## src/rtl/core/scrdsp_pkg.sv

```systemverilog
// shared types and constants for the scrolling four-digit display driver
// no dependencies; used by scrolling_four_digit_display_mux
`default_nettype none

package scrdsp_pkg;

  // field widths
  localparam int KIND_W  = 2;
  localparam int LEN_W   = 6;
  localparam int BYTE_W  = 8;
  localparam int DWELL_W = 8;
  localparam int DIGIT_W = 2;
  localparam int CFG_IDX_W  = 2;
  localparam int CFG_DATA_W = 8;
  localparam int S_DATA_W = 16;
  localparam int M_DATA_W = 8;

  localparam int TEXT_DEPTH_DEF = 64;

  localparam int NUM_DIGITS       = 4;
  localparam int SHORT_TEXT_LEN   = 5;
  localparam int SHORT_TEXT_START = 4;
  localparam int SCROLL_TAIL      = 3;

  typedef enum logic [KIND_W-1:0] {
    KIND_REFRESH = 2'd0,
    KIND_SCROLL  = 2'd1,
    KIND_WRITE   = 2'd2
  } kind_t;

  typedef enum logic [CFG_IDX_W-1:0] {
    REG_TEXT_LENGTH  = 2'd0,
    REG_WINDOW_START = 2'd1,
    REG_DWELL_TICKS  = 2'd2
  } reg_idx_t;

endpackage

`default_nettype wire

```

## src/rtl/core/scrolling_four_digit_display_mux.sv

```systemverilog
// scrolling four-digit multiplexed segment display driver, top level
// text store banked four ways, input register, bank read stage, output register with skid
// depends on scrdsp_pkg
//
//   channel | direction | handshake         | payload
//   s_*     | in        | s_tvalid/s_tready | tuser kind, tdata text_index, text_byte
//   m_*     | out       | m_tvalid/m_tready | tdata segment_byte, tuser digit_select
//   cfg_*   | in        | cfg_we            | cfg_index, cfg_data
//
// one item is taken every cycle while s_tready is high; a result passes through the
// input register, then the text bank read register, then the output register
// reset clears every text store entry at once through per-entry valid bits
// s_tready falls only while a result sits in the skid register behind a stalled m_tready
`default_nettype none

module scrolling_four_digit_display_mux #(
  parameter int TEXT_DEPTH = scrdsp_pkg::TEXT_DEPTH_DEF
) (
  input  wire logic                              clk,
  input  wire logic                              rst,
  input  wire logic                              s_tvalid,
  output logic                                   s_tready,
  // [5:0] text_index, [13:6] text_byte, [15:14] zero
  input  wire logic [scrdsp_pkg::S_DATA_W-1:0]   s_tdata,
  // [1:0] kind
  input  wire logic [scrdsp_pkg::KIND_W-1:0]     s_tuser,
  output logic                                   m_tvalid,
  input  wire logic                              m_tready,
  // [7:0] segment_byte
  output logic [scrdsp_pkg::M_DATA_W-1:0]        m_tdata,
  // [1:0] digit_select
  output logic [scrdsp_pkg::DIGIT_W-1:0]         m_tuser,
  input  wire logic                              cfg_we,
  input  wire logic [scrdsp_pkg::CFG_IDX_W-1:0]  cfg_index,
  input  wire logic [scrdsp_pkg::CFG_DATA_W-1:0] cfg_data
);

  localparam int BANKS      = scrdsp_pkg::NUM_DIGITS;
  localparam int BANK_DEPTH = (TEXT_DEPTH + BANKS - 1) / BANKS;
  localparam int BA_W       = (BANK_DEPTH > 1) ? $clog2(BANK_DEPTH) : 1;
  localparam int POS_W      = scrdsp_pkg::LEN_W + 1;
  localparam int LEN_W      = scrdsp_pkg::LEN_W;
  localparam int BYTE_W     = scrdsp_pkg::BYTE_W;
  localparam int DWELL_W    = scrdsp_pkg::DWELL_W;
  localparam int DIGIT_W    = scrdsp_pkg::DIGIT_W;

  // configuration registers
  logic [LEN_W-1:0]   text_length;
  logic [LEN_W-1:0]   window_start;
  logic [DWELL_W-1:0] dwell_ticks;
  logic [LEN_W-1:0]   scroll_position;
  logic [LEN_W-1:0]   scroll_position_next;

  // input register
  logic                s1_valid;
  scrdsp_pkg::kind_t   s1_kind;
  logic [LEN_W-1:0]    s1_index;
  logic [BYTE_W-1:0]   s1_byte;

  // bank read stage
  logic                s2_valid;
  scrdsp_pkg::kind_t   s2_kind;
  logic                s2_latch;
  logic [DIGIT_W-1:0]  s2_start_lo;
  logic [BYTE_W-1:0]   rd_data [BANKS];
  logic                rd_ok   [BANKS];

  // text store, banked by position mod 4 so a window reads each bank once
  logic [BYTE_W-1:0]     bank_mem [BANKS][BANK_DEPTH];
  logic [BANK_DEPTH-1:0] bank_vld [BANKS];

  // display state
  logic [BYTE_W-1:0]  digit_bytes      [BANKS];
  logic [BYTE_W-1:0]  digit_bytes_next [BANKS];
  logic [DIGIT_W-1:0] current_digit;
  logic [DWELL_W-1:0] dwell_countdown;
  logic [DIGIT_W-1:0] current_digit_next;
  logic [DWELL_W-1:0] dwell_countdown_next;

  // output register and skid
  logic               out_valid;
  logic [BYTE_W-1:0]  out_byte;
  logic [DIGIT_W-1:0] out_digit;
  logic               skid_valid;
  logic [BYTE_W-1:0]  skid_byte;
  logic [DIGIT_W-1:0] skid_digit;

  logic               adv;
  logic               take;
  logic               res_valid;
  logic [BYTE_W-1:0]  res_byte;
  logic [DIGIT_W-1:0] res_digit;

  // stage one decode
  logic               len_short;
  logic               pos_ok;
  logic               s1_scroll;
  logic               s1_latch;
  logic [LEN_W-1:0]   win_start;
  logic [BA_W-1:0]    rd_addr  [BANKS];
  logic               rd_range [BANKS];
  logic               wr_en;
  logic [DIGIT_W-1:0] wr_bank;
  logic [BA_W-1:0]    wr_addr;
  logic [LEN_W-1:0]   cfg_win;

  assign adv      = !skid_valid;
  assign s_tready = adv;
  assign take     = m_tvalid && m_tready;
  assign m_tvalid = out_valid;
  assign m_tdata  = out_byte;
  assign m_tuser  = out_digit;

  assign cfg_win = cfg_data[LEN_W-1:0];

  assign len_short = text_length < LEN_W'(scrdsp_pkg::SHORT_TEXT_LEN);
  assign pos_ok    = {1'b0, scroll_position}
                     <= ({1'b0, text_length} + POS_W'(scrdsp_pkg::SCROLL_TAIL));
  assign s1_scroll = s1_valid && (s1_kind == scrdsp_pkg::KIND_SCROLL);
  assign s1_latch  = s1_scroll && (len_short || (window_start != '0) || pos_ok);

  always_comb begin
    if (len_short) begin
      win_start = LEN_W'(scrdsp_pkg::SHORT_TEXT_START);
    end else if (window_start != '0) begin
      win_start = window_start;
    end else begin
      win_start = scroll_position;
    end
  end

  // per-bank read address for the window start..start+3
  always_comb begin
    logic [DIGIT_W-1:0] off;
    logic [POS_W-1:0]   pos;
    for (int b = 0; b < BANKS; b++) begin
      off         = DIGIT_W'(b) - win_start[DIGIT_W-1:0];
      pos         = {1'b0, win_start} + POS_W'(off);
      rd_range[b] = 32'(pos) < 32'(TEXT_DEPTH);
      rd_addr[b]  = rd_range[b] ? BA_W'(32'(pos) >> 2) : '0;
    end
  end

  assign wr_en   = adv && s1_valid && (s1_kind == scrdsp_pkg::KIND_WRITE)
                   && (32'(s1_index) < 32'(TEXT_DEPTH));
  assign wr_bank = s1_index[DIGIT_W-1:0];
  assign wr_addr = BA_W'(32'(s1_index) >> 2);

  always_comb begin
    scroll_position_next = scroll_position;
    if (cfg_we && (cfg_index == scrdsp_pkg::REG_TEXT_LENGTH)) begin
      scroll_position_next = '0;
    end else if (adv && s1_scroll && !len_short && (window_start == '0)) begin
      scroll_position_next = pos_ok ? scroll_position + 1'b1 : '0;
    end
  end

  always_ff @(posedge clk) begin
    if (rst) begin
      text_length     <= '0;
      window_start    <= '0;
      dwell_ticks     <= DWELL_W'(1);
      scroll_position <= '0;
    end else begin
      scroll_position <= scroll_position_next;
      if (cfg_we) begin
        case (cfg_index)
          scrdsp_pkg::REG_TEXT_LENGTH: begin
            text_length <= cfg_win;
          end
          scrdsp_pkg::REG_WINDOW_START: begin
            // the start is checked against the length only when written
            window_start <= ((cfg_win != '0) && (cfg_win <= text_length)) ? cfg_win : '0;
          end
          scrdsp_pkg::REG_DWELL_TICKS: begin
            dwell_ticks <= cfg_data[DWELL_W-1:0];
          end
          default: begin
          end
        endcase
      end
    end
  end

  // input register
  always_ff @(posedge clk) begin
    if (rst) begin
      s1_valid <= 1'b0;
    end else if (adv) begin
      s1_valid <= s_tvalid;
    end
  end

  always_ff @(posedge clk) begin
    if (adv) begin
      s1_kind  <= scrdsp_pkg::kind_t'(s_tuser);
      s1_index <= s_tdata[LEN_W-1:0];
      s1_byte  <= s_tdata[LEN_W+BYTE_W-1:LEN_W];
    end
  end

  // text banks: one write and one registered read per bank
  always_ff @(posedge clk) begin
    for (int b = 0; b < BANKS; b++) begin
      if (wr_en && (wr_bank == DIGIT_W'(b))) begin
        bank_mem[b][wr_addr] <= s1_byte;
      end
      if (adv) begin
        rd_data[b] <= bank_mem[b][rd_addr[b]];
      end
    end
  end

  always_ff @(posedge clk) begin
    if (rst) begin
      for (int b = 0; b < BANKS; b++) begin
        bank_vld[b] <= '0;
        rd_ok[b]    <= 1'b0;
      end
    end else begin
      for (int b = 0; b < BANKS; b++) begin
        if (wr_en && (wr_bank == DIGIT_W'(b))) begin
          bank_vld[b][wr_addr] <= 1'b1;
        end
        if (adv) begin
          rd_ok[b] <= rd_range[b] && bank_vld[b][rd_addr[b]];
        end
      end
    end
  end

  always_ff @(posedge clk) begin
    if (rst) begin
      s2_valid <= 1'b0;
      s2_latch <= 1'b0;
    end else if (adv) begin
      s2_valid <= s1_valid;
      s2_latch <= s1_latch;
    end
  end

  always_ff @(posedge clk) begin
    if (adv) begin
      s2_kind     <= s1_kind;
      s2_start_lo <= win_start[DIGIT_W-1:0];
    end
  end

  // digit latch and refresh countdown
  always_comb begin
    logic [DIGIT_W-1:0] b;
    for (int k = 0; k < BANKS; k++) begin
      b                   = s2_start_lo + DIGIT_W'(k);
      digit_bytes_next[k] = digit_bytes[k];
      if (s2_latch) begin
        digit_bytes_next[k] = rd_ok[b] ? rd_data[b] : '0;
      end
    end
  end

  always_comb begin
    res_valid            = 1'b0;
    res_byte             = digit_bytes[current_digit];
    res_digit            = current_digit;
    current_digit_next   = current_digit;
    dwell_countdown_next = dwell_countdown;
    if (s2_valid && (s2_kind == scrdsp_pkg::KIND_REFRESH)) begin
      if (dwell_countdown == '0) begin
        res_valid            = 1'b1;
        current_digit_next   = current_digit + 1'b1;
        // a dwell of zero behaves as one
        dwell_countdown_next = (dwell_ticks == '0) ? '0 : dwell_ticks - 1'b1;
      end else begin
        dwell_countdown_next = dwell_countdown - 1'b1;
      end
    end
  end

  always_ff @(posedge clk) begin
    if (rst) begin
      current_digit   <= '0;
      dwell_countdown <= '0;
      for (int k = 0; k < BANKS; k++) begin
        digit_bytes[k] <= '0;
      end
    end else if (adv) begin
      current_digit   <= current_digit_next;
      dwell_countdown <= dwell_countdown_next;
      for (int k = 0; k < BANKS; k++) begin
        digit_bytes[k] <= digit_bytes_next[k];
      end
    end
  end

  // output register with one skid entry behind it
  always_ff @(posedge clk) begin
    if (rst) begin
      out_valid  <= 1'b0;
      skid_valid <= 1'b0;
    end else if (skid_valid) begin
      if (take) begin
        skid_valid <= 1'b0;
      end
    end else if (res_valid) begin
      if (!out_valid || take) begin
        out_valid <= 1'b1;
      end else begin
        skid_valid <= 1'b1;
      end
    end else if (take) begin
      out_valid <= 1'b0;
    end
  end

  always_ff @(posedge clk) begin
    if (skid_valid) begin
      if (take) begin
        out_byte  <= skid_byte;
        out_digit <= skid_digit;
      end
    end else if (res_valid) begin
      if (!out_valid || take) begin
        out_byte  <= res_byte;
        out_digit <= res_digit;
      end else begin
        skid_byte  <= res_byte;
        skid_digit <= res_digit;
      end
    end
  end

`ifndef SYNTHESIS
  // the skid only fills behind a held output
  assert property (@(posedge clk) disable iff (rst) skid_valid |-> out_valid)
    else $error("skid holds a result while the output register is empty");

  // scrolling never runs more than one step past the tail
  assert property (@(posedge clk) disable iff (rst)
    {1'b0, scroll_position} <= ({1'b0, text_length} + POS_W'(scrdsp_pkg::SCROLL_TAIL + 1)))
    else $error("scroll position beyond text tail");

  // a digit latch only comes from a scroll tick
  assert property (@(posedge clk) disable iff (rst)
    s2_latch |-> (s2_valid && (s2_kind == scrdsp_pkg::KIND_SCROLL)))
    else $error("digit latch without a scroll tick");

  // a stalled pipeline does not move its read stage
  assert property (@(posedge clk) disable iff (rst)
    !adv |=> ($stable(s2_valid) && $stable(s2_latch)))
    else $error("read stage moved while stalled");
`endif

endmodule

`default_nettype wire
```

## config.mk

```make
export PLATFORM = sky130hd
export DESIGN_NAME = scrolling_four_digit_display_mux
export DESIGN_NICKNAME = d
export VERILOG_FILES = /design/src/rtl/core/scrdsp_pkg.sv /design/src/rtl/core/scrolling_four_digit_display_mux.sv
export SDC_FILE = /design/constraint.sdc
export NUM_CORES = 1
export LEC_CHECK = 0
export CORE_MARGIN = 2
export CORE_UTILIZATION = 57
export DETAILED_ROUTE_END_ITERATION = 10
export DONT_BUFFER_PORTS = 1
export PLACE_DENSITY = 0.83
export RECOVER_POWER = 100
export REMOVE_ABC_BUFFERS = 1
export SLEW_MARGIN = 0
export SYNTH_ARGS = -nofsm -noshare
export SYNTH_HDL_FRONTEND = slang
export SYNTH_SLANG_ARGS = --single-unit
```

## constraint.sdc

```tcl
create_clock -name clk -period 4.9 [get_ports clk]
set_input_delay 0.245 -clock clk [delete_from_list [all_inputs] [get_ports clk]]
set_output_delay 0.245 -clock clk [all_outputs]
set_load 0.02 [all_outputs]
```

======== Word-level counts from Yosys, hierarchy flattened ========
Memory sizes are Yosys's and may differ from the RTL's. A register that Yosys moved wholly into a read port is not among the register bits.
Cells that the tools add are included.
operators by class
  multiplexer cells ....................... 165
  $lt $le $gt $ge ......................... 19
  equal/unequal tests ..................... 10
  bitwise logic cells ..................... 79
  add/sub/neg operators ................... 16
  reductions and logical operators ........ 51
operator list
  operator                                             count
  2-to-1 mux 128 bit                                   10
  OR reduction 128 bit                                 3
  2-to-1 mux 8 bit                                     27
  binary-select mux 8 bit (select 4 bit)               4
  2-to-1 mux 1 bit                                     95
  OR 1 bit                                             72
  2-to-1 mux 16 bit                                    4
  demux 8 bit (select 4 bit)                           1
  adder 6 x 2 -> 7 bit                                 4
  < comparator 7 bit (second input constant)           4
  >= comparator 5 bit (second input constant)          5
  < comparator 4 x 5 -> 1 bit (second input constant)  5
  NOT 4 -> 5 bit                                       5
  2-to-1 mux 6 bit                                     4
  2-to-1 mux 2 bit                                     11
  logical AND 1 bit                                    21
  binary-select mux 1 bit (select 4 bit)               4
  zero test 8 bit                                      2
  2-to-1 mux 4 bit                                     4
  subtractor 8 x 1 -> 8 bit (second input constant)    2
  AND reduction 3 bit                                  4
  nonzero test 6 bit                                   2
  AND reduction 2 bit                                  5
  == test 2 bit (second input constant)                4
  22 further kinds                                     38
word-level totals
  bits in writable memories ............... 644
  output and inout port bits .............. 12
  bits of input ports ..................... 33
  memories ................................ 5
  register bits ........................... 81
  word-level logic and storage cells ...... 365
memory list
  memory       depth  bits a word  rd ports  clocked after Yosys merged registers in  write ports  line                                    RTL
  bank_mem     4      128          4         0                                        1            scrolling_four_digit_display_mux.sv:69  logic [BYTE_W-1:0] bank_mem [BANKS][BANK_DEPTH];
  bank_vld     4      16           4         0                                        4            scrolling_four_digit_display_mux.sv:70  logic [BANK_DEPTH-1:0] bank_vld [BANKS];
  digit_bytes  4      8            1         1                                        4            scrolling_four_digit_display_mux.sv:73  logic [BYTE_W-1:0] digit_bytes [BANKS];
  rd_data      4      8            4         1                                        4            scrolling_four_digit_display_mux.sv:65  logic [BYTE_W-1:0] rd_data [BANKS];
  rd_ok        4      1            4         1                                        4            scrolling_four_digit_display_mux.sv:66  logic rd_ok [BANKS];

======== Depth between registers and ports, before layout ========
Gate-level depths: netlist (run 1).
  depth in word-level cells ............... 11
  depth in mapped cells ................... 20
  depth with buffers taken out ............ 14

======== Least setup slack after synthesis (run 1) ========
Ideal clock, no wire load.
  path type ............................... reg2reg
  start point ............................. reg text_length[0]
  end point ............................... mem rd_ok[2] (data pin)
  buffers on the path ..................... 4
  arrival time ............................ 4.407 ns
  required time ........................... 4.638 ns
  stages on the path, launching flop included .. 18
  clock period less this slack ............ 4.669 ns
  setup slack ............................. 0.231 ns
  cell sequence ........................... dfxtp_1 > inv_1 > ha_1 > nand2b_1 > nand2_1 > clkbuf_1 > clkbuf_1 > clkbuf_1 > o21ai_0 > ha_1 > a211o_1 > a211oi_2 > mux2i_1 > a21o_1 > buf_2 > mux4_2 > nor2_1 > o21ai_1
RTL lines
  what                    line                                     RTL
  from (decl)             scrolling_four_digit_display_mux.sv:48   logic [LEN_W-1:0] text_length;
  from (signal assigned)  scrolling_four_digit_display_mux.sv:169  text_length <= cfg_win;
  to (decl)               scrolling_four_digit_display_mux.sv:66

==> impl_metrics.env, run 1 <==
export IMPL_synth_edff_count=636
export IMPL_synthSimpleGateAreaFrac_pct=10.1
export IMPL_clockBufferDepth=3
export IMPL_tns_ns=0
export IMPL_synthXorXnorAreaFrac_pct=0.708
export IMPL_slew_violations=525
export IMPL_clock_latency_ns=0.61
export IMPL_synth_top_family_by_area="simple AND/OR/NAND/NOR gates"
export IMPL_cts_resized_gates=0
export IMPL_cp_required_ns=5.26
export IMPL_yosys_top_cells_count="edfxtp_1, nand2_1, nor2_1, clkbuf_1, dfxtp_1"
export IMPL_criticalPathCategory="reg -> reg"
export IMPL_yosysWarnings=0
export IMPL_rr_worst_depth=11
export IMPL_r2r_setup_slack_ns=0.43
export IMPL_dp_cells=2815
export IMPL_min_path_type="in -> reg"
export IMPL_async_flop_share_pct=0
export IMPL_netlist_area_um2=31100
export IMPL_rsz0062_at_grt="no"
export IMPL_synth_seq_cells=729
export IMPL_fin_crit_ns=4.47
export IMPL_antenna_cells=0
export IMPL_drt_iter0_markers=2600
export IMPL_detailed_place_hpwl_um=44700
export IMPL_pin_count=45
export IMPL_hold_path_depth=3
export IMPL_io_buffers=0
export IMPL_slew_headroom_pct=-105
export IMPL_yosysSeqAreaShare_pct=67.3
export IMPL_layout_drive_gt1_share_pct=12.9
export IMPL_synthAdderAreaFrac_pct=0.884
export IMPL_place_gp_congestion=0.866
export IMPL_grt_usage_pct=26.4
export IMPL_arrival_ns=4.84
export IMPL_overflow=0
export IMPL_place_area_um2=31800
export IMPL_synth_area_per_cell_um2=14.0
export IMPL_cts_setup_buffers=0
export IMPL_power_density_nw_per_um2=375
export IMPL_crit_path_max_fanout=14
export IMPL_rows=85
export IMPL_vias_per_cell=6.73
export IMPL_clk_pin_slew_ns=0.06
export IMPL_grt_start_max_net_pins=104
export IMPL_clock_root_buffer="clkbuf_16"
export IMPL_synth_top_area_share_pct=61.4
export IMPL_areaGrowthSynthToFinish_pct=10.8
export IMPL_status="finished, violations left"
export IMPL_vias=20091
export IMPL_cts_buffers_inserted=72
export IMPL_violations="max-capacitance violations, max-slew violations"
export IMPL_remaining_drc_errors=0
export IMPL_cp_start_kind="flop"
export IMPL_syn_inst=2220
export IMPL_synth_distinct_cells=76
export IMPL_setup_violations=0
export IMPL_synthFlopType="edfxtp_1"
export IMPL_die_area_um2=56500
export IMPL_cts_htree_levels=3
export IMPL_endpoint_kind="flop"
export IMPL_hold_viol_final=0
export IMPL_postCtsHoldBufs=38
export IMPL_final_nets=2286
export IMPL_core_um2=53900
export IMPL_cap_violations=10
export IMPL_die_w_um=238
export IMPL_synth_most_common_cell="edfxtp_1"
export IMPL_p_leak_nw=11.5
export IMPL_wl_per_cell_um=24.8
export IMPL_synth_area_top_cells="edfxtp_1, mux4_2, dfxtp_1, nand2_1, nor2_1"
export IMPL_grt_pass1_wl_um=115000
export IMPL_stdcell_count=2984
export IMPL_initial_utilization_pct=57.7
export IMPL_synth_area_leader_cell="edfxtp_1"
export IMPL_antenna_found_initial=1
export IMPL_tightest_slew_ns=3.08
export IMPL_fp_dieH_um=238
export IMPL_stdcell_area_um2=34500
export IMPL_synth_compound_area_share_pct=9.25
export IMPL_skew_ns=0.0275
export IMPL_cts_tree="built"
export IMPL_ir_drop_uv=296
export IMPL_synth_mux_area_fraction_pct=9.34
export IMPL_drt_pass1_iter_count=6
export IMPL_drt_total_wl_um=74100
export IMPL_period_share_pct=91.3
export IMPL_cts_sinks=729
export IMPL_fmax_mhz=224
export IMPL_drtAntennaViolNets=0
export IMPL_first_global_vias=19837
sequential cells by signal, indices dropped and copies added, names as in the netlist, 4 cells and up, named ones only:
register and cells:
bank_mem 512, bank_vld 64, digit_bytes 32, rd_data 32, dwell_countdown 8, dwell_ticks 8
m_tdata 8, s1_byte 8, skid_byte 8, s1_index 6, scroll_position 6, text_length 6
window_start 6, rd_ok 4
metrics by stage:
step / setup WS [ns] / power [mW] / utilization [%] / hold slack (ns)
5_1_grt: 0.160 / 13.2 / 64.0 / 0.0180
2_1_floorplan: -2.20 / 7.32 / - / 0.314
3_3_place_gp: 0.691 / 7.49 / 59.0 / 0.327
6_report: 0.428 / 12.9 / 64.0 / 0.0371
4_1_cts: 0.592 / 12.9 / 64.1 / 0.00348
3_5_place_dp: 0.605 / 7.52 / 59.0 / 0.329
placed cells by master (no fill, tap or decap), drive strengths merged, types with 32 or more instances in the layout:
cell type / count
a31oi: 46
a31o: 34
a21oi: 86
buf: 32
o21ai: 35
dfxtp: 93
nor3: 43
and3: 81
mux2i: 63
nand3: 36
nor2: 221
clkbuf: 119
mux4: 90
dlygate4sd3: 37
inv: 38
edfxtp: 636
nand2: 231
metal layers:
layer  track usage (%)  vias up  wire length [µm]
met5                 0        -                13
met2              42.6     1340             35700
met1              35.4     9918             27600
met3              5.63      205              8030
met4              10.6        2              2760
li1                  -     8626                 -
worst max-delay path, cell delays in order (launching register included):
cell,delay [ns]
dfxtp_1,0.33
inv_1,0.12
ha_1,0.24
nand2b_1,0.20
and2_0,0.17
clkbuf_1,0.65
or2_0,0.71
xnor2_1,0.23
clkbuf_2,0.29
nor3_1,0.85
a221o_1,0.38
a21oi_1,0.06
final cells by class:
type	count	area, µm²
sequential	729	21000
fill	3558	19400
multi-input combinational	1308	9460
clock buffer	105	2120
tap	696	871
timing repair buffer	83	711
clock inverter	26	225
inverter	37	139
cells by family after synthesis:
family          after synthesis
flops                       729
simple gates                685
compound gates              403
buf+inv                     183
mux                         175
xor+xnor                     23
fa+ha+maj                    22
final timing paths:
check	endpoint	start
setup / recovery	rd_data[1][1]$_DFFE_PN_	text_length[0]$_SDFFE_PP0P_
setup reg to reg	rd_data[1][1]$_DFFE_PN_	text_length[0]$_SDFFE_PP0P_
hold / removal	window_start[2]$_SDFFE_PP0P_	cfg_index[1]
hold reg to reg	s2_latch$_SDFFE_PP0N_	s2_latch$_SDFFE_PP0N_
where the power goes:
part           total (mW)  internal, mW  switching (mW)
logic               0.551         0.204           0.347
clock network        5.47          3.18            2.29
registers            6.90          6.81          0.0843
(Power assumes the default switching activity.)
==> run 2: changes to the inputs <==
- BUFFER_PORTS_ARGS: default -> -buffer_cell sky130_fd_sc_hd__buf_2
- DONT_BUFFER_PORTS: 1 -> default
- PLACE_DENSITY: 0.83 -> 0.84
==> run 2 against run 1 <==
The run still ends with max-capacitance violations, max-slew violations left. Final cell count rose by 1.2%. Final area rose by 0.33%. Sequential share of layout area down 0.20 points. Critical path depth increased by 2. Global-route usage increased by 0.37 points. Clock skew grew 0.0085 ns. Wire length up 1.6%. Clock-buffer cell count is 4 lower. Via count increased by 0.89%. Worst hold slack better by 0.021 ns. Critical path type unchanged. Critical endpoint is now rd_data[2][7]$_DFFE_PN_. Largest cell class unchanged.
==> impl_metrics.env, run 2 (synthesized netlist as in run 1, its figures left out) <==
export IMPL_core_um2=53900
export IMPL_fmax_mhz=219
export IMPL_cp_start_kind="flop"
export IMPL_status="finished, violations left"
export IMPL_initial_utilization_pct=57.7
export IMPL_cts_buffers_inserted=72
export IMPL_hold_viol_final=0
export IMPL_overflow=0
export IMPL_fp_dieH_um=238
export IMPL_place_area_um2=32100
export IMPL_die_area_um2=56500
export IMPL_use_met1_pct=35.1
export IMPL_multi_input_area_um2=9460
export IMPL_cts_resized_gates=0
export IMPL_clk_pin_slew_ns=0.06
export IMPL_cts_sinks=729
export IMPL_wl_per_cell_um=24.9
export IMPL_skew_ns=0.0360
export IMPL_first_global_vias=20358
export IMPL_tns_ns=0
export IMPL_ir_drop_uv=243
export IMPL_crit_path_max_fanout=35
export IMPL_grt_usage_pct=26.8
export IMPL_drtAntennaViolNets=0
export IMPL_gr_usage_met3_pct=4.98
export IMPL_drt_total_wl_um=75300
export IMPL_arrival_ns=5.07
export IMPL_rr_worst_depth=13
export IMPL_clock_root_buffer="clkbuf_16"
export IMPL_antenna_found_initial=2
export IMPL_stdcell_count=3020
export IMPL_clockBufferDepth=3
export IMPL_grt_pass1_wl_um=116000
export IMPL_power_density_nw_per_um2=375
export IMPL_areaGrowthSynthToFinish_pct=11.2
export IMPL_drt_iter0_markers=2746
export IMPL_grt_start_max_net_pins=91
export IMPL_period_share_pct=93.3
export IMPL_dp_cells=2859
export IMPL_fillers=3548
export IMPL_postCtsHoldBufs=30
export IMPL_regMostFlops="bank_mem"
export IMPL_die_w_um=238
export IMPL_clock_latency_ns=0.63
export IMPL_slew_headroom_pct=-124
export IMPL_cts_tree="built"
export IMPL_slew_violations=686
export IMPL_p_leak_nw=11.6
export IMPL_total_power_mw=13.0
export IMPL_cp_required_ns=5.40
export IMPL_criticalPathCategory="reg -> reg"
export IMPL_cap_violations=11
export IMPL_regArea_um2=21000
export IMPL_final_nets=2322
export IMPL_vias=20269
export IMPL_antenna_cells=0
export IMPL_largest_register_ffs=512
export IMPL_stdcell_area_um2=34600
export IMPL_cts_htree_levels=3
export IMPL_mostFrequentLayoutCell="edfxtp_1"
export IMPL_vias_per_cell=6.71
export IMPL_grt_busiest_layer="met2"
export IMPL_gr_usage_met2_pct=43.8
export IMPL_violations="max-capacitance violations, max-slew violations"
export IMPL_tightest_slew_ns=3.36
export IMPL_remaining_drc_errors=0
export IMPL_detailed_place_hpwl_um=44900
export IMPL_endpoint_kind="flop"
export IMPL_top_regs="bank_mem: 512 flops, bank_vld: 64 flops"
export IMPL_setup_violations=0
export IMPL_layout_drive_gt1_share_pct=13.8
export IMPL_hold_path_depth=4
export IMPL_min_path_type="in -> reg"
export IMPL_layout_common_cells="edfxtp_1, nand2_1, nor2_1, dfxtp_1, mux4_2"
export IMPL_drt_pass1_iter_count=9
export IMPL_cts_setup_buffers=0
export IMPL_rows=85
export IMPL_fin_crit_ns=4.57
export IMPL_pin_count=45
export IMPL_rsz0062_at_grt="no"
export IMPL_io_buffers=42
export IMPL_place_gp_congestion=0.864
-- run 2: cell count changes in the layout (fill, tap and decap cells not counted), moves of 2 or more --
cell and delta:
clkinv_1 +7, buf_2 +25, clkbuf_1 +10, dlygate4sd3_1 -7
clkbuf_8 +2, clkinv_2 -2
-- run 2: cell type report --
type,count,share of cell area (%)
flip-flops and latches,729,60.6
multi-input cells,1308,27.3
clock buffers,101,6.15
well taps,696,2.52
repair buffers,119,2.37
clock inverters,30,0.658
inverters,37,0.401
-- run 2: per-layer routing --
layer  vias to the layer above  wire (µm)
li1                       8685          -
met1                      9981      27500
met2                      1335      36300
met3                       266       8080
met4                         2       3410
met5                         -         10
-- run 2: stage by stage --
stage | utilization [%] | hold slack [ns] | setup slack (ns)
finish | 64.2 | 0.0577 | 0.328
global route | 64.2 | 0.0943 | 0.132
CTS | 64.4 | 0.0428 | 0.514
detailed placement | 59.4 | 0.423 | 0.605
global placement | 59.4 | 0.422 | 0.717
floorplan | - | 0.314 | -2.20
-- run 2: critical path, cell delays in order (launching register included) --
cell and delay (ns):
dfxtp_1 0.39, nor4_4 0.47, a21oi_1 0.24, or2_2 0.36
inv_1 0.13, ha_1 0.27, ha_1 0.29, buf_4 0.34
nand2_1 0.44, a21o_1 0.36, clkbuf_2 0.30, a31o_2 0.34
o221ai_1 0.29, o31a_1 0.21
-- run 2: path summary, 6_finish.rpt --
path	start	endpoint	slack (ns)
max reg2reg	window_start[0]$_SDFFE_PP0P_	rd_data[2][7]$_DFFE_PN_	0.33
min reg2reg	bank_vld[1][8]$_DFF_P_	bank_vld[1][8]$_DFF_P_	0.47
min	cfg_index[1]	window_start[4]$_SDFFE_PP0P_	0.06
max	window_start[0]$_SDFFE_PP0P_	rd_data[2][7]$_DFFE_PN_	0.33
-- run 2: power by group --
| group | internal (mW) | leakage [nW] | total, mW | switching (mW) |
|---|---|---|---|---|
| Clock | 3.19 | 1.15 | 5.52 | 2.33 |
| Sequential | 6.82 | 6.63 | 6.88 | 0.0660 |
| Combinational | 0.210 | 3.79 | 0.586 | 0.376 |
